### config.mk
export PLATFORM = sky130hd
export DESIGN_NAME = circular_queue_with_search
export DESIGN_NICKNAME = d
export VERILOG_FILES = /design/src/design/cqs_pkg.sv /design/src/design/cqs_ram.sv /design/src/design/cqs_ctrl.sv /design/src/design/cqs_dp.sv /design/src/design/circular_queue_with_search.sv
export SDC_FILE = /design/constraint.sdc
export NUM_CORES = 1
export LEC_CHECK = 0
export BUFFER_PORTS_ARGS = -buffer_cell sky130_fd_sc_hd__buf_2
export CAP_MARGIN = 10
export CORE_ASPECT_RATIO = 2
export CORE_MARGIN = 2
export CORE_UTILIZATION = 60
export DETAILED_ROUTE_END_ITERATION = 10
export PLACE_DENSITY = 0.76
export SYNTH_ARGS = -nofsm -noshare
export SYNTH_HDL_FRONTEND = slang
export SYNTH_HIERARCHICAL = 1
export SYNTH_SLANG_ARGS = --single-unit
### constraint.sdc
create_clock -name clk -period 7.2 [get_ports clk]
set_input_delay 0 -clock clk [delete_from_list [all_inputs] [get_ports clk]]
set_output_delay 0 -clock clk [all_outputs]
set_load 0.01 [all_outputs]
### src/design/cqs_pkg.sv
// Shared types, codes and defaults for the circular queue with search.
package cqs_pkg;

  localparam int DEPTH_DEFAULT = 8;
  localparam int WORD_W        = 32;

  // Operation selector codes carried in the func field.
  localparam logic [1:0] FUNC_ENQ  = 2'd0;
  localparam logic [1:0] FUNC_DEQ  = 2'd1;
  localparam logic [1:0] FUNC_SRCH = 2'd2;

  // Result status codes.
  localparam logic [1:0] ST_OK       = 2'd0;
  localparam logic [1:0] ST_FULL     = 2'd1;
  localparam logic [1:0] ST_EMPTY    = 2'd2;
  localparam logic [1:0] ST_NOTFOUND = 2'd3;

  typedef struct packed {
    logic [1:0]               func;
    logic signed [WORD_W-1:0] enqueue_value;
    logic signed [WORD_W-1:0] search_key;
  } in_item_t;

  typedef struct packed {
    logic [1:0]               status;
    logic signed [WORD_W-1:0] removed_value;
    logic [2:0]               found_slot;
  } out_item_t;

  // Commands from the controller to the datapath.
  typedef struct packed {
    logic       latch_in;
    logic       do_enq;
    logic       do_deq;
    logic       scan_start;
    logic       scan_next;
    logic       res_init;
    logic [1:0] res_status;
    logic       res_removed;
    logic       res_match;
    logic       load_out;
  } cmd_t;

  // Status from the datapath to the controller.
  typedef struct packed {
    logic [1:0] op;
    logic       empty;
    logic       full;
    logic       match;
    logic       at_tail;
  } stat_t;

endpackage

### src/design/cqs_ram.sv
// Generic single-write, single-read RAM with a registered read port.
module cqs_ram #(
  parameter int WIDTH = 32,
  parameter int DEPTH = 8
) (
  input  logic                     clk,
  input  logic                     we,
  input  logic [$clog2(DEPTH)-1:0] waddr,
  input  logic [WIDTH-1:0]         wdata,
  input  logic [$clog2(DEPTH)-1:0] raddr,
  output logic [WIDTH-1:0]         rdata
);

  logic [WIDTH-1:0] mem [DEPTH];
  logic [WIDTH-1:0] rdata_r;

  always_ff @(posedge clk) begin
    if (we) begin
      mem[waddr] <= wdata;
    end
    rdata_r <= mem[raddr];
  end

  assign rdata = rdata_r;

endmodule

### src/design/cqs_ctrl.sv
// Controller state machine sequencing enqueue, dequeue and search items.
module cqs_ctrl (
  input  logic          clk,
  input  logic          rst_n,
  input  logic          in_valid,
  output logic          in_stall,
  output logic          out_valid,
  input  logic          out_stall,
  input  cqs_pkg::stat_t stat,
  output cqs_pkg::cmd_t  cmd
);

  localparam logic [2:0] S_IDLE = 3'd0;
  localparam logic [2:0] S_EXEC = 3'd1;
  localparam logic [2:0] S_DEQ  = 3'd2;
  localparam logic [2:0] S_SCAN = 3'd3;
  localparam logic [2:0] S_DONE = 3'd4;

  logic [2:0] state_r, state_nxt;
  logic       out_valid_r, out_valid_nxt;
  logic       out_free;

  assign out_free = !out_valid_r || !out_stall;

  always_comb begin
    cmd       = '0;
    state_nxt = state_r;
    unique case (state_r)
      S_IDLE: begin
        if (in_valid) begin
          cmd.latch_in = 1'b1;
          state_nxt    = S_EXEC;
        end
      end
      S_EXEC: begin
        unique case (stat.op)
          cqs_pkg::FUNC_ENQ: begin
            cmd.res_init = 1'b1;
            if (stat.full) begin
              cmd.res_status = cqs_pkg::ST_FULL;
            end else begin
              cmd.res_status = cqs_pkg::ST_OK;
              cmd.do_enq     = 1'b1;
            end
            state_nxt = S_DONE;
          end
          cqs_pkg::FUNC_DEQ: begin
            cmd.res_init = 1'b1;
            if (stat.empty) begin
              cmd.res_status = cqs_pkg::ST_EMPTY;
              state_nxt      = S_DONE;
            end else begin
              cmd.res_status = cqs_pkg::ST_OK;
              cmd.do_deq     = 1'b1;
              state_nxt      = S_DEQ;
            end
          end
          cqs_pkg::FUNC_SRCH: begin
            cmd.res_init = 1'b1;
            if (stat.empty) begin
              cmd.res_status = cqs_pkg::ST_EMPTY;
              state_nxt      = S_DONE;
            end else begin
              cmd.res_status = cqs_pkg::ST_NOTFOUND;
              cmd.scan_start = 1'b1;
              state_nxt      = S_SCAN;
            end
          end
          default: begin
            // Unused selector: dropped without a result.
            state_nxt = S_IDLE;
          end
        endcase
      end
      S_DEQ: begin
        cmd.res_removed = 1'b1;
        state_nxt       = S_DONE;
      end
      S_SCAN: begin
        if (stat.match) begin
          cmd.res_match = 1'b1;
          state_nxt     = S_DONE;
        end else if (stat.at_tail) begin
          state_nxt = S_DONE;
        end else begin
          cmd.scan_next = 1'b1;
        end
      end
      S_DONE: begin
        if (out_free) begin
          cmd.load_out = 1'b1;
          state_nxt    = S_IDLE;
        end
      end
      default: begin
        state_nxt = S_IDLE;
      end
    endcase
  end

  assign out_valid_nxt = cmd.load_out || (out_valid_r && out_stall);

  always_ff @(posedge clk) begin
    if (!rst_n) begin
      state_r     <= S_IDLE;
      out_valid_r <= 1'b0;
    end else begin
      state_r     <= state_nxt;
      out_valid_r <= out_valid_nxt;
    end
  end

  assign in_stall  = (state_r != S_IDLE);
  assign out_valid = out_valid_r;

endmodule

### src/design/cqs_dp.sv
// Datapath: ring pointers, slot storage, search comparator and result registers.
module cqs_dp #(
  parameter int DEPTH = cqs_pkg::DEPTH_DEFAULT
) (
  input  logic               clk,
  input  logic               rst_n,
  input  cqs_pkg::in_item_t  in_data,
  output cqs_pkg::out_item_t out_data,
  input  cqs_pkg::cmd_t      cmd,
  output cqs_pkg::stat_t     stat
);

  localparam int AW = $clog2(DEPTH);

  logic [AW-1:0] head_r, head_nxt;
  logic [AW-1:0] tail_r, tail_nxt;
  logic          empty_r, empty_nxt;
  logic [AW-1:0] scan_r;

  logic [1:0]                        op_r;
  logic signed [cqs_pkg::WORD_W-1:0] val_r;
  logic signed [cqs_pkg::WORD_W-1:0] key_r;

  logic [1:0]                        res_status_r;
  logic signed [cqs_pkg::WORD_W-1:0] res_removed_r;
  logic [2:0]                        res_found_r;
  cqs_pkg::out_item_t                out_r;

  logic [AW-1:0]                ram_waddr;
  logic [AW-1:0]                ram_raddr;
  logic [cqs_pkg::WORD_W-1:0]   ram_rdata;

  function automatic logic [AW-1:0] next_slot(input logic [AW-1:0] s);
    return (s == AW'(DEPTH - 1)) ? '0 : s + AW'(1);
  endfunction

  // An enqueue into an empty queue restarts at slot zero.
  assign ram_waddr = empty_r ? '0 : next_slot(tail_r);
  assign ram_raddr = cmd.scan_next ? next_slot(scan_r) : head_r;

  cqs_ram #(
    .WIDTH(cqs_pkg::WORD_W),
    .DEPTH(DEPTH)
  ) u_ram (
    .clk  (clk),
    .we   (cmd.do_enq),
    .waddr(ram_waddr),
    .wdata(val_r),
    .raddr(ram_raddr),
    .rdata(ram_rdata)
  );

  always_comb begin
    head_nxt  = head_r;
    tail_nxt  = tail_r;
    empty_nxt = empty_r;
    if (cmd.do_enq) begin
      if (empty_r) begin
        head_nxt  = '0;
        tail_nxt  = '0;
        empty_nxt = 1'b0;
      end else begin
        tail_nxt = next_slot(tail_r);
      end
    end else if (cmd.do_deq) begin
      if (head_r == tail_r) begin
        head_nxt  = '0;
        tail_nxt  = '0;
        empty_nxt = 1'b1;
      end else begin
        head_nxt = next_slot(head_r);
      end
    end
  end

  always_ff @(posedge clk) begin
    if (!rst_n) begin
      head_r  <= '0;
      tail_r  <= '0;
      empty_r <= 1'b1;
    end else begin
      head_r  <= head_nxt;
      tail_r  <= tail_nxt;
      empty_r <= empty_nxt;
    end
  end

  always_ff @(posedge clk) begin
    if (cmd.latch_in) begin
      op_r  <= in_data.func;
      val_r <= in_data.enqueue_value;
      key_r <= in_data.search_key;
    end
    if (cmd.scan_start) begin
      scan_r <= head_r;
    end else if (cmd.scan_next) begin
      scan_r <= next_slot(scan_r);
    end
    if (cmd.res_init) begin
      res_status_r  <= cmd.res_status;
      res_removed_r <= '0;
      res_found_r   <= '0;
    end
    if (cmd.res_removed) begin
      res_removed_r <= ram_rdata;
    end
    if (cmd.res_match) begin
      res_status_r <= cqs_pkg::ST_OK;
      res_found_r  <= 3'(scan_r);
    end
    if (cmd.load_out) begin
      out_r.status        <= res_status_r;
      out_r.removed_value <= res_removed_r;
      out_r.found_slot    <= res_found_r;
    end
  end

  assign stat.op      = op_r;
  assign stat.empty   = empty_r;
  assign stat.full    = !empty_r && (next_slot(tail_r) == head_r);
  assign stat.match   = (ram_rdata == key_r);
  assign stat.at_tail = (scan_r == tail_r);

  assign out_data = out_r;

endmodule

### src/design/circular_queue_with_search.sv
// An enqueue, a failed dequeue or a search of an empty queue goes from the execute state
// to the done state; a dequeue passes the dequeue state and a search the scan state between.
// The block takes a new item only once the last result has been loaded out, and a search
// walks the queue through the single RAM read port one slot per cycle.
// An unused selector is dropped without a result and frees the input.
// Reset (synchronous, active low) empties the queue; slot contents are not cleared.
module circular_queue_with_search #(
  parameter int DEPTH = cqs_pkg::DEPTH_DEFAULT
) (
  input  logic               clk,
  input  logic               rst_n,
  input  logic               in_valid,
  output logic               in_stall,
  input  cqs_pkg::in_item_t  in_data,
  output logic               out_valid,
  input  logic               out_stall,
  output cqs_pkg::out_item_t out_data
);

  // The controller only sequences; every piece of queue state lives in the datapath.
  // The two halves talk through one command struct and one status struct.
  cqs_pkg::cmd_t  cmd;
  cqs_pkg::stat_t stat;

  // The controller takes one item at a time. The finished result sits in the output
  // register, so a new item is accepted while the previous result still waits to be
  // taken; only the final hand-over waits for the output register to be free.
  cqs_ctrl u_ctrl (
    .clk      (clk),
    .rst_n    (rst_n),
    .in_valid (in_valid),
    .in_stall (in_stall),
    .out_valid(out_valid),
    .out_stall(out_stall),
    .stat     (stat),
    .cmd      (cmd)
  );

  // The datapath holds head, tail and the empty flag, the slot RAM and the key
  // comparator. A search issues one read per cycle from the head and stops at the
  // first match or once the tail slot has been compared.
  cqs_dp #(
    .DEPTH(DEPTH)
  ) u_dp (
    .clk     (clk),
    .rst_n   (rst_n),
    .in_data (in_data),
    .out_data(out_data),
    .cmd     (cmd),
    .stat    (stat)
  );

endmodule
**Yosys cells after proc, flatten, opt, wreduce, memory -nomap -nowiden**

Memories as Yosys holds them, arrays and structs flattened. A register that Yosys moved wholly into a read port is not among the register bits.
Index checks and enable logic that the tools add are counted.

- Mux-type cells: 52
- $add $sub $neg: 3
- Equality and inequality tests: 17
- Reductions and logical operators: 18

Operators by type and width:

| cell | number |
|---|---|
| 3-bit two-way mux | 24 |
| 32-bit two-way mux | 2 |
| 32-bit equality test | 1 |
| 1-bit two-way mux | 22 |
| 3-bit one-hot mux with 3 select lines | 2 |
| 3-bit one-hot mux with 5 select lines | 1 |
| 3-bit equality test, second input constant | 4 |
| 2-bit nonzero test | 5 |
| 3-bit by 1-bit adder with 3-bit output, second input constant | 3 |
| 3-bit equality test | 3 |
| 3-bit by 2-bit equality test with 1-bit output, second input constant | 2 |
| 2-bit by 1-bit != test with 1-bit output, second input constant | 2 |
| 2-bit AND reduction | 2 |
| 3-bit by 1-bit equality test with 1-bit output, second input constant | 1 |
| 1-bit zero test | 3 |
| 3-bit zero test | 1 |
| 3-bit != test, second input constant | 1 |
| 3-bit AND reduction | 1 |
| 3-bit nonzero test | 1 |
| 2-bit by 1-bit equality test with 1-bit output, second input constant | 1 |
| 2-bit equality test, second input constant | 1 |
| 1-bit logical AND | 2 |
| 2-bit zero test | 1 |
| 1-bit logical OR | 2 |
| other kinds (2) | 2 |

- Logic and storage cells: 106
- Memories: 1
- RAM bits: 256
- Flip-flop bits (word level): 154

Memory list:

| name | words | bits a word | rd ports | clocked after Yosys merged registers in | write ports | line | source |
|---|---|---|---|---|---|---|---|
| u_dp.u_ram.mem | 8 | 32 | 1 | 1 | 1 | cqs_ram.sv:14 | `logic [WIDTH-1:0] mem [DEPTH];` |

**Depth between registers and ports, before layout**

Gate-level depths: netlist of run 1.

- Depth after elaboration: 9
- Mapped depth: 12
- Gate-level depth less buffers: 10

**By module**

The synthesis of run 1 kept the hierarchy.

By module, submodules not included:

| module | instances | cells each | area each (um^2) | seq. area each (um^2) |
|---|---|---|---|---|
| cqs_ram | 1 | 415 | 10466.3 | 8328.0 |
| cqs_dp | 1 | 286 | 5444.0 | 4414.2 |
| cqs_ctrl | 1 | 44 | 314.1 | 80.1 |

**Worst setup path after synthesis of run 1**

No wires, ideal clock.

- Kind: reg-to-reg
- Start: register u_dp.tail_r[0]
- End: memory u_dp.u_ram.mem[4][0] (enable)
- Arrival time: 4.250 ns
- Cell stages (with the launch flop): 9
- Data required time: 6.739 ns
- Library setup time: 0.461 ns
- Clock period less this slack: 4.711 ns
- Buffers on the path: 0
- Setup slack: 2.489 ns
- Cells stage by stage: dfxtp_1 -> ha_1 -> ha_1 -> nor2_1 -> xor2_1 -> nor4_1 -> nor4_1 -> nand2_1 -> nor3_1

RTL lines:

| element | line | source |
|---|---|---|
| start, declared | cqs_dp.sv:16 | `logic [AW-1:0] tail_r, tail_nxt;` |
| start signal, assigned | cqs_dp.sv:83 | `tail_r <= tail_nxt;` |
| end, declared | cqs_ram.sv:14 |  |

==> report_table.html, run 1 <==
<table>
<tr><th>Metric</th><th>Value</th></tr>
<tr><th colspan="2">Outcome</th></tr>
<tr><td>Status</td><td>completed</td></tr>
<tr><th colspan="2">Run</th></tr>
<tr><td>Max cap viols</td><td>0</td></tr>
<tr><th colspan="2">Drt</th></tr>
<tr><td>DR vias/cell</td><td>5.70</td></tr>
<tr><td>Total wirelength of the detailed-routed design</td><td>~30 mm</td></tr>
<tr><td>Antenna violation net count after detailed routing</td><td>0</td></tr>
<tr><td>Routed length per placed instance</td><td>approximately 23 um</td></tr>
<tr><td>Number of vias after detailed routing</td><td>between 7,000 and 8,000</td></tr>
<tr><td>1st-iter DRT viols</td><td>600</td></tr>
<tr><td>Number of search-and-repair iterations in the first detailed-routing pass</td><td>5</td></tr>
<tr><td>DRC violation count after routing</td><td>0</td></tr>
<tr><th colspan="2">Yosys</th></tr>
<tr><td>Most common cell in the netlist</td><td>sky130_fd_sc_hd__edfxtp_1</td></tr>
<tr><td>Top area cells in the synthesized netlist</td><td>sky130_fd_sc_hd__edfxtp_1 73%, sky130_fd_sc_hd__mux4_1 6.5%, sky130_fd_sc_hd__dfxtp_1 5.6%</td></tr>
<tr><td>Yosys cell types</td><td>44</td></tr>
<tr><td>Synth warn</td><td>6</td></tr>
<tr><td>Avg Synthesized Cell Area</td><td>around 22 um^2</td></tr>
<tr><td>Top flip-flop cell by instance count after synthesis</td><td>sky130_fd_sc_hd__edfxtp_1</td></tr>
<tr><td>Cell taking the most area after synthesis</td><td>sky130_fd_sc_hd__edfxtp_1</td></tr>
<tr><td>Synthesized cell area</td><td>about 0.016 mm^2</td></tr>
<tr><td>Share of synthesized registers carrying an async set or reset</td><td>0%</td></tr>
<tr><td>Proportion of synthesized chip area in sequential cells</td><td>approximately four fifths</td></tr>
<tr><td>Synthesized instance count</td><td>745</td></tr>
<tr><td>Area share of the largest cell type after synthesis</td><td>about three quarters</td></tr>
<tr><td>EDFF count, synth</td><td>397</td></tr>
<tr><td>Seq cells post-synth</td><td>442</td></tr>
<tr><td>Top cells by instance count after synthesis</td><td>397 x sky130_fd_sc_hd__edfxtp_1, 45 x sky130_fd_sc_hd__dfxtp_1, 41 x sky130_fd_sc_hd__xor2_1</td></tr>
<tr><td>Number of nets produced by synthesis</td><td>a little over 800</td></tr>
<tr><th colspan="2">Hold path</th></tr>
<tr><td>Path type of the worst min-delay path</td><td>primary input to flip-flop</td></tr>
<tr><td>Worst Hold Depth</td><td>4</td></tr>
<tr><td>Startpoint of the tightest hold check path</td><td>in_valid</td></tr>
<tr><td>Hold endpoint</td><td>u_ctrl/state_r[0]$_SDFFE_PN0P_</td></tr>
<tr><th colspan="2">Critical path</th></tr>
<tr><td>Depth of the worst register-to-register path</td><td>11</td></tr>
<tr><td>Most frequent cell on the critical path</td><td>sky130_fd_sc_hd__nor2_1</td></tr>
<tr><td>Crit-path max cell delay</td><td>between 0.7 and 0.8 ns</td></tr>
<tr><td>R2R Path Start</td><td>u_dp/u_ram/rdata[23]$_DFF_P_</td></tr>
<tr><td>Critical Path End Type</td><td>flip-flop</td></tr>
<tr><td>Setup CP Type</td><td>flip-flop to flip-flop</td></tr>
<tr><td>Critical path arrival</td><td>about 4.8 ns</td></tr>
<tr><td>Worst flop-to-flop path endpoint</td><td>u_dp/u_ram/rdata[8]$_DFF_P_</td></tr>
<tr><td>Required time of the worst setup path</td><td>between 7 and 8 ns</td></tr>
<tr><td>Crit-path slowest cell</td><td>sky130_fd_sc_hd__buf_4</td></tr>
<tr><td>Setup slack of the most critical reg-to-reg path</td><td>2.85 ns</td></tr>
<tr><td>Cell chain of the critical path</td><td>xor2_1 &gt; nor4_1 &gt; nand4_1 &gt; nor2_1 &gt; nor2_1 &gt; nand3_1 &gt; inv_1 &gt; mux2_4 &gt; buf_4 &gt; mux4_1 &gt; mux2_2</td></tr>
<tr><td>Largest fanout of any net on the critical path</td><td>52</td></tr>
<tr><td>Type of origin of the critical path</td><td>flip-flop</td></tr>
<tr><th colspan="2">Global route</th></tr>
<tr><td>Leftover overflow at the end of global routing</td><td>0</td></tr>
<tr><td>Wire length of the first global-routing pass</td><td>about 46 mm</td></tr>
<tr><td>Antenna violations before repair</td><td>0</td></tr>
<tr><td>Vias in the first global route</td><td>~8,000</td></tr>
<tr><td>Total global-route track usage</td><td>between 20% and 30%</td></tr>
<tr><td>Pin count of the biggest net entering global routing</td><td>65</td></tr>
<tr><th colspan="2">Timing</th></tr>
<tr><td>Final-report hold violation count</td><td>0</td></tr>
<tr><td>Final setup skew</td><td>slightly above 0.02 ns</td></tr>
<tr><td>Final critical-path share of the clock period</td><td>60.4%</td></tr>
<tr><td>RSZ-0062 raised after global routing</td><td>false</td></tr>
<tr><td>Pins over their slew limit</td><td>0</td></tr>
<tr><td>Worst slew pin tran</td><td>between 1 and 1.5 ns</td></tr>
<tr><td>Post-layout min period</td><td>around 4.3 ns</td></tr>
<tr><td>Accumulated negative setup slack</td><td>0 ns</td></tr>
<tr><td>Tightest slew margin relative to the limit</td><td>25.3%</td></tr>
<tr><td>Setup violators final</td><td>0</td></tr>
<tr><td>Max Fclk</td><td>230 MHz</td></tr>
<tr><th colspan="2">Placement</th></tr>
<tr><td>Number of buffers added on ports</td><td>between 100 and 150</td></tr>
<tr><td>HPWL Detailed</td><td>~17 mm</td></tr>
<tr><td>Number of placed instances, taps included</td><td>around 1,200</td></tr>
<tr><td>Routability Congestion</td><td>~0.78</td></tr>
<tr><td>Area post-placement</td><td>around 0.017 mm^2</td></tr>
<tr><th colspan="2">Floorplan</th></tr>
<tr><td>Area of the die</td><td>approximately 0.028 mm^2</td></tr>
<tr><td>Vertical extent of the die</td><td>237 um</td></tr>
<tr><td>Boundary pin count</td><td>109</td></tr>
<tr><td>Starting utilization of the core area</td><td>60.5%</td></tr>
<tr><td>Row cnt</td><td>85</td></tr>
<tr><td>Chip Width</td><td>~120 um</td></tr>
<tr><td>Core Footprint</td><td>0.0268 mm^2</td></tr>
<tr><th colspan="2">Finish</th></tr>
<tr><td>Final net count</td><td>around 1,000</td></tr>
<tr><td>Layout cell share with drive strength beyond 1</td><td>25.6%</td></tr>
<tr><td>Synth-to-Final Area Change</td><td>17.6%</td></tr>
<tr><td>Number of antenna cells inserted</td><td>0</td></tr>
<tr><td>Fin area</td><td>between 0.015 and 0.02 mm^2</td></tr>
<tr><td>Final standard cell count with taps included and fillers excluded</td><td>between 1,000 and 1,500</td></tr>
<tr><td>Layout filler cell count</td><td>~1,600</td></tr>
<tr><th colspan="2">Clock network</th></tr>
<tr><td>Latest clock arrival within the worst-skew pair</td><td>around 0.53 ns</td></tr>
<tr><td>Post-CTS setup buffer count</td><td>0</td></tr>
<tr><td>CTS tree</td><td>built</td></tr>
<tr><td>Deepest level of the CTS H-tree</td><td>2</td></tr>
<tr><td>TritonCTS buffer count</td><td>37</td></tr>
<tr><td>Clock-pin transition on the worst setup and hold timing paths</td><td>around 0.060 ns</td></tr>
<tr><td>Count of instances resized after the clock tree is built</td><td>0</td></tr>
<tr><td>Largest buffer count on any clock path</td><td>3</td></tr>
<tr><td>Clock Sink Count</td><td>between 400 and 500</td></tr>
<tr><td>Buffer type at the clock tree root</td><td>sky130_fd_sc_hd__clkbuf_16</td></tr>
<tr><th colspan="2">Power and ir drop</th></tr>
<tr><td>Total power consumption of the routed design</td><td>between 4 and 5 mW</td></tr>
<tr><td>PD cells</td><td>261 mW/mm^2</td></tr>
<tr><td>Worst supply voltage drop on vdd</td><td>0.226 mV</td></tr>
<tr><td>Leak Pwr</td><td>roughly 6.5 nW</td></tr>
</table>
## power breakdown
| group | total, mW | internal [mW] | switching, mW |
|---|---|---|---|
| registers | 2.89 | 2.85 | 0.0398 |
| logic | 0.113 | 0.0584 | 0.0542 |
| clock network | 1.97 | 1.13 | 0.841 |
| total | 4.97 | 4.04 | 0.935 |
## sequential cells by signal, summed over array words and instances, names as in the netlist
register,count
u_dp/u_ram/mem,256
u_dp/out_data,37
u_dp/key_r,32
u_dp/res_removed_r,32
u_dp/u_ram/rdata,32
u_dp/val_r,32
u_ctrl/state_r,3
u_dp/head_r,3
u_dp/res_found_r,3
u_dp/scan_r,3
u_dp/tail_r,3
u_dp/op_r,2
u_dp/res_status_r,2
u_ctrl/out_valid,1
u_dp/empty_r,1
## metal layers
layer  GRT usage (%)  share of wire, %  up-vias
li1                -                 -     3409
met1            25.6                37     3827
met2            40.5                56      242
met3            2.65               4.3       63
met4            7.72               3.0        0
met5               0                 0        -
## cells in the final DEF, fill, tap and decap left out, drive strengths merged, types with 3 or more instances in the layout
cell type and count:
a21oi 5, nor4 10, and2 36, nor2b 8, ha 6, a22o 3
inv 3, bufinv 3, clkbuf 51, xor2 41, nor3b 3, or2 3
dlygate4sd3 68, nand2 5, edfxtp 397, buf 120, nand2b 6, nor2 21
a32oi 3, mux4 64, nor3 6, clkinv 11, dfxtp 45, mux2 38
## area by class of cell
cell class	count	area, um^2	share of cell area (%)
sequential	442	12800	67.2
multi-input combinational	278	3290	17.2
timing repair buffer	188	1310	6.87
clock buffer	51	1050	5.50
tap	348	435	2.28
clock inverter	15	160	0.840
inverter	2	7.51	0.0394
## how the worst max path moves through the flow
stage | slack [ns] | endpoint | start | cells after the start
after floorplan | 2.49 | u_dp/u_ram/mem[4][0]$_DFFE_PP_ | u_dp/tail_r[0]$_SDFFE_PN0P_ | 8
after global placement | 2.98 | u_dp/u_ram/rdata[3]$_DFF_P_ | u_dp/u_ram/rdata[23]$_DFF_P_ | 11
after detailed placement | 2.89 | u_dp/u_ram/rdata[12]$_DFF_P_ | u_dp/u_ram/rdata[23]$_DFF_P_ | 11
after CTS | 2.83 | u_dp/u_ram/rdata[8]$_DFF_P_ | u_dp/u_ram/rdata[23]$_DFF_P_ | 11
after global routing | 2.70 | u_dp/u_ram/rdata[8]$_DFF_P_ | u_dp/u_ram/rdata[23]$_DFF_P_ | 11
final | 2.85 | u_dp/u_ram/rdata[8]$_DFF_P_ | u_dp/u_ram/rdata[23]$_DFF_P_ | 11
## per-stage QoR
stage	worst slack, ns	utilization, %	hold slack, ns
2_1_floorplan	2.49	-	0.0800
6_report	2.85	71.2	0.0277
5_1_grt	2.70	71.2	0.0531
4_1_cts	2.83	71.2	0.0118
3_5_place_dp	2.89	64.1	0.178
3_3_place_gp	2.98	64.1	0.176
## cells by family after synthesis
family,share of synthesized area (%)
compound gates,0.787
xor+xnor,2.21
fa+ha+maj,0.524
buf+inv,0.979
flops,79.0
mux,12.6
simple gates,3.89
## critical path: cells and delay by family, from the launching register on
| family | cells | cell delay (ns) |
|---|---|---|
| muxes | 3 | 1.37 |
| and+or+nand+nor | 5 | 1.32 |
| buffers and inverters | 2 | 0.87 |
| DFF | 1 | 0.48 |
| xor gates and xnor gates | 1 | 0.11 |
## repair_timing
item / CTS / global route
endpoints found under the setup margin: 0 / 0
endpoints found under the hold margin: 74 / 0
hold buffers: 68 / 0
Note: power is estimated with default switching activity, not from simulation.
==> run 2: changes to the inputs <==
- clock period: 7.2 -> 4.47 ns (I/O delays scaled with it)
==> report_table.html, run 2 (synthesized netlist as in run 1, its figures left out) <==
<table>
<tr><th>Metric</th><th>Value</th></tr>
<tr><th colspan="2">Timing</th></tr>
<tr><td>Pins over their slew limit</td><td>0 (unchanged)</td></tr>
<tr><td>Worst slew pin tran</td><td>1.10 ns (-0.00730 ns)</td></tr>
<tr><td>Final-report hold violation count</td><td>0 (unchanged)</td></tr>
<tr><td>Accumulated negative setup slack</td><td>0 ns (unchanged)</td></tr>
<tr><td>Setup violators final</td><td>0 (unchanged)</td></tr>
<tr><td>Worst Slack Setup Final</td><td>0.687 ns (-2.16 ns)</td></tr>
<tr><td>Tightest slew margin relative to the limit</td><td>26.3% (+1.0 points)</td></tr>
<tr><td>RSZ-0062 raised after global routing</td><td>false</td></tr>
<tr><td>Max Fclk</td><td>264 MHz (+15%)</td></tr>
<tr><td>Post-layout min period</td><td>3.78 ns (-0.565 ns)</td></tr>
<tr><td>Final critical-path share of the clock period</td><td>84.6% (+24 points)</td></tr>
<tr><td>Final setup skew</td><td>0.0137 ns (-0.00682 ns)</td></tr>
<tr><th colspan="2">Finish</th></tr>
<tr><td>Synth-to-Final Area Change</td><td>17.7%</td></tr>
<tr><td>Max reg flops</td><td>256 (unchanged)</td></tr>
<tr><td>Layout cell share with drive strength beyond 1</td><td>25.7% (+0.050 points)</td></tr>
<tr><td>Layout filler cell count</td><td>1,601 (+0.44%)</td></tr>
<tr><td>Leading cell type in the layout, fill and taps excluded</td><td>sky130_fd_sc_hd__edfxtp_1</td></tr>
<tr><td>Commonest cells after routing, fill and taps aside</td><td>397 x sky130_fd_sc_hd__edfxtp_1, 108 x sky130_fd_sc_hd__buf_2, 68 x sky130_fd_sc_hd__dlygate4sd3_1</td></tr>
<tr><td>Top register by number of flip-flops</td><td>u_dp/u_ram/mem</td></tr>
<tr><td>Footprint of the flip-flops and latches</td><td>0.0128 mm^2 (unchanged)</td></tr>
<tr><td>Number of antenna cells inserted</td><td>0 (unchanged)</td></tr>
<tr><td>Final net count</td><td>1,028 (+0.29%)</td></tr>
<tr><td>Total area of multi-input combinational cells</td><td>0.00330 mm^2 (+0.27%)</td></tr>
<tr><th colspan="2">Clock network</th></tr>
<tr><td>Buffer type at the clock tree root</td><td>sky130_fd_sc_hd__clkbuf_16</td></tr>
<tr><td>Largest buffer count on any clock path</td><td>3 (unchanged)</td></tr>
<tr><td>Deepest level of the CTS H-tree</td><td>2 (unchanged)</td></tr>
<tr><td>Clock Sink Count</td><td>442 (unchanged)</td></tr>
<tr><td>TritonCTS buffer count</td><td>36 (-2.7%)</td></tr>
<tr><td>Clock-pin transition on the worst setup and hold timing paths</td><td>0.07 ns (about the same)</td></tr>
<tr><td>Latest clock arrival within the worst-skew pair</td><td>0.52 ns (about the same)</td></tr>
<tr><td>Post-CTS setup buffer count</td><td>0 (unchanged)</td></tr>
<tr><td>CTS tree</td><td>built</td></tr>
<tr><th colspan="2">Power and ir drop</th></tr>
<tr><td>Switching share of power</td><td>18.9% (+0.092 points)</td></tr>
<tr><td>Portion of total power attributed to sequential cells</td><td>58.4% (+0.4 points)</td></tr>
<tr><td>Leak Pwr</td><td>6.53 nW (-0.19%)</td></tr>
<tr><td>Worst supply voltage drop on vdd</td><td>0.369 mV (+63%)</td></tr>
<tr><td>Relative contribution of the clock network to total power</td><td>39.3% (-0.4 points)</td></tr>
<tr><td>PD cells</td><td>417 mW/mm^2 (+60%)</td></tr>
<tr><td>Int Pwr</td><td>6.46 mW (+60%)</td></tr>
<tr><td>Total power consumption of the routed design</td><td>7.96 mW (+60%)</td></tr>
<tr><td>Combinational power share</td><td>2.3% (about the same)</td></tr>
<tr><td>Switching power summed over all nets</td><td>1.51 mW (+61%)</td></tr>
<tr><th colspan="2">Floorplan</th></tr>
<tr><td>Row cnt</td><td>85 (unchanged)</td></tr>
<tr><td>Area of the die</td><td>0.0285 mm^2 (unchanged)</td></tr>
<tr><td>Boundary pin count</td><td>109 (unchanged)</td></tr>
<tr><td>Core Footprint</td><td>0.0268 mm^2 (unchanged)</td></tr>
<tr><td>Vertical extent of the die</td><td>237 um (unchanged)</td></tr>
<tr><td>Chip Width</td><td>120 um (unchanged)</td></tr>
<tr><td>Starting utilization of the core area</td><td>60.5% (unchanged)</td></tr>
<tr><th colspan="2">Global route</th></tr>
<tr><td>Vias in the first global route</td><td>8,089 (+0.20%)</td></tr>
<tr><td>Total global-route track usage</td><td>21.9% (+0.16 points)</td></tr>
<tr><td>Leftover overflow at the end of global routing</td><td>0 (unchanged)</td></tr>
<tr><td>Antenna violations before repair</td><td>0 (unchanged)</td></tr>
<tr><td>Pin count of the biggest net entering global routing</td><td>53 (-18%)</td></tr>
<tr><td>Wire length of the first global-routing pass</td><td>45.6 mm (-0.57%)</td></tr>
<tr><th colspan="2">Placement</th></tr>
<tr><td>Routability Congestion</td><td>0.797 (+2.6%)</td></tr>
<tr><td>HPWL Detailed</td><td>17.9 mm (+2.2%)</td></tr>
<tr><td>Setup slack after placement</td><td>0.606 ns (-2.28 ns)</td></tr>
<tr><td>Number of buffers added on ports</td><td>108 (unchanged)</td></tr>
<tr><th colspan="2">Critical path</th></tr>
<tr><td>Setup CP Type</td><td>flip-flop to flip-flop</td></tr>
<tr><td>Critical Path End Type</td><td>flip-flop</td></tr>
<tr><td>Type of origin of the critical path</td><td>flip-flop</td></tr>
<tr><td>Required time of the worst setup path</td><td>4.88 ns (-2.73 ns)</td></tr>
<tr><td>Largest fanout of any net on the critical path</td><td>32 (-38%)</td></tr>
<tr><td>Critical path arrival</td><td>4.19 ns (-0.57 ns)</td></tr>
<tr><th colspan="2">Drt</th></tr>
<tr><td>Number of search-and-repair iterations in the first detailed-routing pass</td><td>6 (+1)</td></tr>
<tr><td>1st-iter DRT viols</td><td>651 (+8.5%)</td></tr>
<tr><td>Routed length per placed instance</td><td>22.7 um (about the same)</td></tr>
<tr><td>DRC violation count after routing</td><td>0 (unchanged)</td></tr>
<tr><td>Number of vias after detailed routing</td><td>7,570 (+0.38%)</td></tr>
<tr><td>Total wirelength of the detailed-routed design</td><td>30.1 mm (+0.21%)</td></tr>
<tr><td>DR vias/cell</td><td>5.71 (+0.23%)</td></tr>
<tr><td>Post-Route M1 WL</td><td>10.8 mm (-2.4%)</td></tr>
<tr><td>Sum of met2 wire segment lengths after detailed routing</td><td>16.4 mm (-2.4%)</td></tr>
<tr><td>Antenna violation net count after detailed routing</td><td>0 (unchanged)</td></tr>
<tr><td>Wire length on met3</td><td>1.21 mm (-6.0%)</td></tr>
<tr><td>Top routing layer in use</td><td>met4</td></tr>
<tr><th colspan="2">Run</th></tr>
<tr><td>Max cap viols</td><td>0 (unchanged)</td></tr>
<tr><th colspan="2">Hold path</th></tr>
<tr><td>Path type of the worst min-delay path</td><td>primary input to flip-flop</td></tr>
<tr><th colspan="2">Outcome</th></tr>
<tr><td>Status</td><td>completed</td></tr>
</table>
==> run 2: changes by cell type in the layout (fill, tap and decap cells not counted), moves of 2 or more <==
cell                         delta
sky130_fd_sc_hd__clkbuf_8       -4
sky130_fd_sc_hd__buf_12         +2
sky130_fd_sc_hd__buf_4          +2
sky130_fd_sc_hd__clkinv_4       +2
sky130_fd_sc_hd__clkinvlp_4     +2
sky130_fd_sc_hd__nor3_2         -2
sky130_fd_sc_hd__nor3_4         +2
==> run 2: cell type report <==
class,instances,area share (%)
tap,348,2.28
clock inverter,17,1.04
multi-input combinational,278,17.3
timing repair buffer,192,7.15
sequential,442,67.1
inverter,2,0.0393
clock buffer,47,5.10
==> run 2: critical path: stages, from the launching register on <==
cell and delay [ns]:
sky130_fd_sc_hd__edfxtp_1 0.38, sky130_fd_sc_hd__xor2_1 0.17, sky130_fd_sc_hd__nor4_1 0.51, sky130_fd_sc_hd__nand4_1 0.24, sky130_fd_sc_hd__nor2_1 0.26, sky130_fd_sc_hd__nor2_1 0.09
sky130_fd_sc_hd__nand3_1 0.10, sky130_fd_sc_hd__inv_1 0.10, sky130_fd_sc_hd__mux2_4 0.57, sky130_fd_sc_hd__buf_12 0.31, sky130_fd_sc_hd__mux4_1 0.61, sky130_fd_sc_hd__mux2_2 0.28
==> run 2: final timing paths <==
path	start	cells past startpoint	endpoint	slack (ns)
worst min register to register	u_dp/res_removed_r[21]$_SDFFCE_PN0P_	0	u_dp/out_data[24]$_DFFE_PP_	0.42
worst max-delay path	u_dp/key_r[23]$_DFFE_PP_	11	u_dp/u_ram/rdata[4]$_DFF_P_	0.69
worst min-delay path	in_valid	4	u_ctrl/state_r[0]$_SDFFE_PN0P_	0.02
worst max register to register	u_dp/key_r[23]$_DFFE_PP_	11	u_dp/u_ram/rdata[4]$_DFF_P_	0.69
==> run 2: per-layer routing <==
layer	GRT usage, %	vias up
met5	0	-
met4	12.7	0
met2	39.8	247
li1	-	3415
met1	24.5	3832
met3	2.65	76
==> run 2: metrics by stage <==
step / std cells / util, % / area [um^2] / hold slack [ns]
floorplan: 745 / - / 16200 / 0.0800
global placement: 1194 / 64.4 / 17200 / 0.176
detailed placement: 1194 / 64.4 / 17200 / 0.178
CTS: 1326 / 71.3 / 19100 / 0.00693
global route: 1326 / 71.3 / 19100 / 0.0371
finish: 1326 / 71.3 / 19100 / 0.0216
==> run 2: power groups by stage <==
stage	sequential (mW)	combinational [mW]	clock, mW
4_1_cts	4.65	0.188	3.20
6_report	4.65	0.186	3.13
3_5_place_dp	4.74	0.141	0
2_1_floorplan	4.72	0.0661	0
3_3_place_gp	4.73	0.135	0
5_1_grt	4.66	0.201	3.35
==> run 2: timing repair <==
item / 4_1_cts / 5_1_grt
hold buffers: 68 / 0
gates resized for setup: 0 / 0
hold endpoints to repair: 74 / 0
==> run 3: changes to the inputs <==
- CORE_UTILIZATION: 60 -> 54
- PLACE_DENSITY: 0.76 -> 0.72
- clock period: 4.47 -> 3.1 ns (I/O delays scaled with it)
==> report_table.html, run 3 (synthesized netlist as in run 1, its figures left out) <==
<table>
<tr><th>Metric</th><th>Value</th></tr>
<tr><th colspan="2">Critical path</th></tr>
<tr><td>Critical path arrival</td><td>3.59 ns (-0.60 ns)</td></tr>
<tr><td>Setup CP Type</td><td>flip-flop to flip-flop</td></tr>
<tr><td>Crit-path slowest cell</td><td>sky130_fd_sc_hd__mux4_2</td></tr>
<tr><td>Most frequent cell on the critical path</td><td>sky130_fd_sc_hd__buf_4</td></tr>
<tr><td>Largest fanout of any net on the critical path</td><td>8 (-75%)</td></tr>
<tr><td>CP Buf/Inv Count</td><td>4 (+2)</td></tr>
<tr><td>Critical Path End Type</td><td>flip-flop</td></tr>
<tr><td>Cell chain of the critical path</td><td>xor2_1 &gt; nor4_1 &gt; buf_4 &gt; nand4_1 &gt; nor2_2 &gt; nor2_1 &gt; nand3_1 &gt; inv_2 &gt; mux2_4 &gt; buf_4 &gt; clkbuf_16 &gt; mux4_2 &gt; mux2_2</td></tr>
<tr><td>Crit-path max cell delay</td><td>0.43 ns (-0.18 ns)</td></tr>
<tr><td>Required time of the worst setup path</td><td>3.52 ns (-1.36 ns)</td></tr>
<tr><td>Dominant delay contributor by cell family on the critical path</td><td>multiplexers</td></tr>
<tr><td>Type of origin of the critical path</td><td>flip-flop</td></tr>
<tr><th colspan="2">Timing</th></tr>
<tr><td>Worst Slack Setup Final</td><td>-0.0654 ns (-0.752 ns)</td></tr>
<tr><td>Final-report hold violation count</td><td>0 (unchanged)</td></tr>
<tr><td>Tightest slew margin relative to the limit</td><td>35.9% (+9.6 points)</td></tr>
<tr><td>Post-layout min period</td><td>3.17 ns (-0.618 ns)</td></tr>
<tr><td>Worst slew pin tran</td><td>0.962 ns (-0.141 ns)</td></tr>
<tr><td>Accumulated negative setup slack</td><td>-0.645 ns (-0.645 ns)</td></tr>
<tr><td>Final setup skew</td><td>0.0149 ns (+0.00120 ns)</td></tr>
<tr><td>Worst hold margin</td><td>0.154 ns (+0.132 ns)</td></tr>
<tr><td>RSZ-0062 raised after global routing</td><td>true</td></tr>
<tr><td>Pins over their slew limit</td><td>0 (unchanged)</td></tr>
<tr><td>Setup violators final</td><td>26 (+26)</td></tr>
<tr><td>Final critical-path share of the clock period</td><td>102% (+17 points)</td></tr>
<tr><td>Max Fclk</td><td>316 MHz (+20%)</td></tr>
<tr><th colspan="2">Drt</th></tr>
<tr><td>Number of search-and-repair iterations in the first detailed-routing pass</td><td>5 (-1)</td></tr>
<tr><td>DR vias/cell</td><td>5.49 (-3.8%)</td></tr>
<tr><td>Antenna violation net count after detailed routing</td><td>0 (unchanged)</td></tr>
<tr><td>Routed length per placed instance</td><td>22.5 um (-1.0%)</td></tr>
<tr><td>1st-iter DRT viols</td><td>501 (-23%)</td></tr>
<tr><td>Number of vias after detailed routing</td><td>7,575 (+0.066%)</td></tr>
<tr><td>Total wirelength of the detailed-routed design</td><td>31.0 mm (+3.0%)</td></tr>
<tr><td>DRC violation count after routing</td><td>0 (unchanged)</td></tr>
<tr><th colspan="2">Global route</th></tr>
<tr><td>GRT busiest layer</td><td>met2</td></tr>
<tr><td>Met3 track demand over resource in global routing</td><td>2.94% (+0.29 points)</td></tr>
<tr><td>Vias in the first global route</td><td>8,065 (-0.30%)</td></tr>
<tr><td>Total global-route track usage</td><td>19.7% (-2.2 points)</td></tr>
<tr><td>Leftover overflow at the end of global routing</td><td>0 (unchanged)</td></tr>
<tr><td>Antenna violations before repair</td><td>0 (unchanged)</td></tr>
<tr><td>Wire length of the first global-routing pass</td><td>46.3 mm (+1.5%)</td></tr>
<tr><td>Met1 routing resource usage after global routing</td><td>22.1% (-2.3 points)</td></tr>
<tr><td>Pin count of the biggest net entering global routing</td><td>67 (+26%)</td></tr>
<tr><td>Fraction of met2 tracks used by global routing</td><td>36.4% (-3.4 points)</td></tr>
<tr><th colspan="2">Clock network</th></tr>
<tr><td>Clock Sink Count</td><td>442 (unchanged)</td></tr>
<tr><td>Buffer type at the clock tree root</td><td>sky130_fd_sc_hd__clkbuf_16</td></tr>
<tr><td>Deepest level of the CTS H-tree</td><td>2 (unchanged)</td></tr>
<tr><td>CTS tree</td><td>built</td></tr>
<tr><td>TritonCTS buffer count</td><td>39 (+8.3%)</td></tr>
<tr><td>Largest buffer count on any clock path</td><td>3 (unchanged)</td></tr>
<tr><td>Clock-pin transition on the worst setup and hold timing paths</td><td>0.06 ns (about the same)</td></tr>
<tr><td>Latest clock arrival within the worst-skew pair</td><td>0.55 ns (+0.03 ns)</td></tr>
<tr><th colspan="2">Finish</th></tr>
<tr><td>Max reg flops</td><td>256 (unchanged)</td></tr>
<tr><td>Top register by number of flip-flops</td><td>u_dp/u_ram/mem</td></tr>
<tr><td>Leading cell type in the layout, fill and taps excluded</td><td>sky130_fd_sc_hd__edfxtp_1</td></tr>
<tr><td>Number of antenna cells inserted</td><td>0 (unchanged)</td></tr>
<tr><td>Final net count</td><td>1,062 (+3.3%)</td></tr>
<tr><td>Layout cell share with drive strength beyond 1</td><td>30.2% (+4.6 points)</td></tr>
<tr><td>Commonest cells after routing, fill and taps aside</td><td>397 x sky130_fd_sc_hd__edfxtp_1, 108 x sky130_fd_sc_hd__buf_2, 69 x sky130_fd_sc_hd__dlygate4sd3_1</td></tr>
<tr><td>Synth-to-Final Area Change</td><td>21.9%</td></tr>
<tr><th colspan="2">Run</th></tr>
<tr><td>Max cap viols</td><td>0 (unchanged)</td></tr>
<tr><th colspan="2">Floorplan</th></tr>
<tr><td>Boundary pin count</td><td>109 (unchanged)</td></tr>
<tr><td>Area of the die</td><td>0.0315 mm^2 (+11%)</td></tr>
<tr><td>Starting utilization of the core area</td><td>55.0% (-5.6 points)</td></tr>
<tr><td>Vertical extent of the die</td><td>249 um (+5.3%)</td></tr>
<tr><td>Chip Width</td><td>127 um (+5.2%)</td></tr>
<tr><td>Core Footprint</td><td>0.0295 mm^2 (+10%)</td></tr>
<tr><td>Row cnt</td><td>89 (+4.7%)</td></tr>
<tr><th colspan="2">Power and ir drop</th></tr>
<tr><td>PD cells</td><td>584 mW/mm^2 (+40%)</td></tr>
<tr><td>Leak Pwr</td><td>6.79 nW (+4.0%)</td></tr>
<tr><td>Worst supply voltage drop on vdd</td><td>0.470 mV (+27%)</td></tr>
<tr><th colspan="2">Outcome</th></tr>
<tr><td>Status</td><td>finished with violations</td></tr>
<tr><td>Violated checks</td><td>negative setup slack</td></tr>
<tr><th colspan="2">Hold path</th></tr>
<tr><td>Path type of the worst min-delay path</td><td>primary input to flip-flop</td></tr>
<tr><th colspan="2">Placement</th></tr>
<tr><td>HPWL Detailed</td><td>17.7 mm (-0.84%)</td></tr>
<tr><td>Routability Congestion</td><td>0.880 (+10%)</td></tr>
<tr><td>Number of buffers added on ports</td><td>108 (unchanged)</td></tr>
</table>
==> run 3: cell count changes in the layout (fill, tap and decap cells not counted), sizes merged <==
cell and change:
buf +24, clkbuf +10, clkinv +5, bufinv -3, inv +2, clkinvlp -1, dlygate4sd3 +1
==> run 3: path summary, 6_finish.rpt <==
kind | startpoint | end | slack [ns] | cells after the start
setup / recovery | u_dp/key_r[8]$_DFFE_PP_ | u_dp/u_ram/rdata[23]$_DFF_P_ | -0.07 | 13
hold / removal | in_data[43] | u_dp/val_r[11]$_DFFE_PP_ | 0.15 | 2
setup reg to reg | u_dp/key_r[8]$_DFFE_PP_ | u_dp/u_ram/rdata[23]$_DFF_P_ | -0.07 | 13
hold reg to reg | u_dp/res_removed_r[7]$_SDFFCE_PN0P_ | u_dp/out_data[10]$_DFFE_PP_ | 0.42 | 0
==> run 3: stage by stage <==
step                      utilization [%]  area, um^2  setup WS (ns)  power (mW)  instances
after global routing                 67.0       19800         -0.166        11.9       1380
after global placement               59.6       17600         -0.212        7.03       1227
after detailed placement             59.6       17600         -0.171        7.04       1227
final                                67.0       19800        -0.0654        11.5       1380
after CTS                            66.3       19600        -0.0470        11.6       1369
after floorplan                         -       16300         0.0144        6.90        745
==> run 3: area by class of cell <==
| class | instances | area, um^2 |
|---|---|---|
| Sequential cell | 442 | 12800 |
| Fill cell | 1859 | 9740 |
| Multi-Input combinational cell | 278 | 3350 |
| Timing Repair Buffer | 223 | 1930 |
| Clock buffer | 51 | 1050 |
| Tap cell | 364 | 455 |
| Clock inverter | 20 | 148 |
| Inverter | 2 | 7.51 |
==> run 3: worst register-to-register path, cell delays in order (launching register included) <==
cell and delay, ns:
sky130_fd_sc_hd__edfxtp_1 0.40, sky130_fd_sc_hd__xor2_1 0.17, sky130_fd_sc_hd__nor4_1 0.25, sky130_fd_sc_hd__buf_4 0.15, sky130_fd_sc_hd__nand4_1 0.20, sky130_fd_sc_hd__nor2_2 0.20, sky130_fd_sc_hd__nor2_1 0.07, sky130_fd_sc_hd__nand3_1 0.12
sky130_fd_sc_hd__inv_2 0.05, sky130_fd_sc_hd__mux2_4 0.37, sky130_fd_sc_hd__buf_4 0.17, sky130_fd_sc_hd__clkbuf_16 0.17, sky130_fd_sc_hd__mux4_2 0.43, sky130_fd_sc_hd__mux2_2 0.29
==> run 3: where the power goes <==
group / internal, mW / switching, mW
Clock: 2.50 / 2.06
Combinational: 0.145 / 0.133
Sequential: 6.61 / 0.0921
Total: 9.26 / 2.28
==> run 3: repair_timing <==
action	CTS	global route
endpoints found under the setup margin	32	32
gates resized for setup	18	20
setup buffers	1	5
pin swaps	3	1
hold buffers	69	0
cloned	1	6
endpoints found under the hold margin	74	0
==> run 3: per-layer routing <==
layer | up-vias | routed length [um]
met1 | 3804 | 11300
li1 | 3471 | -
met2 | 235 | 17100
met4 | 0 | 1210
met3 | 65 | 1400
met5 | - | 0
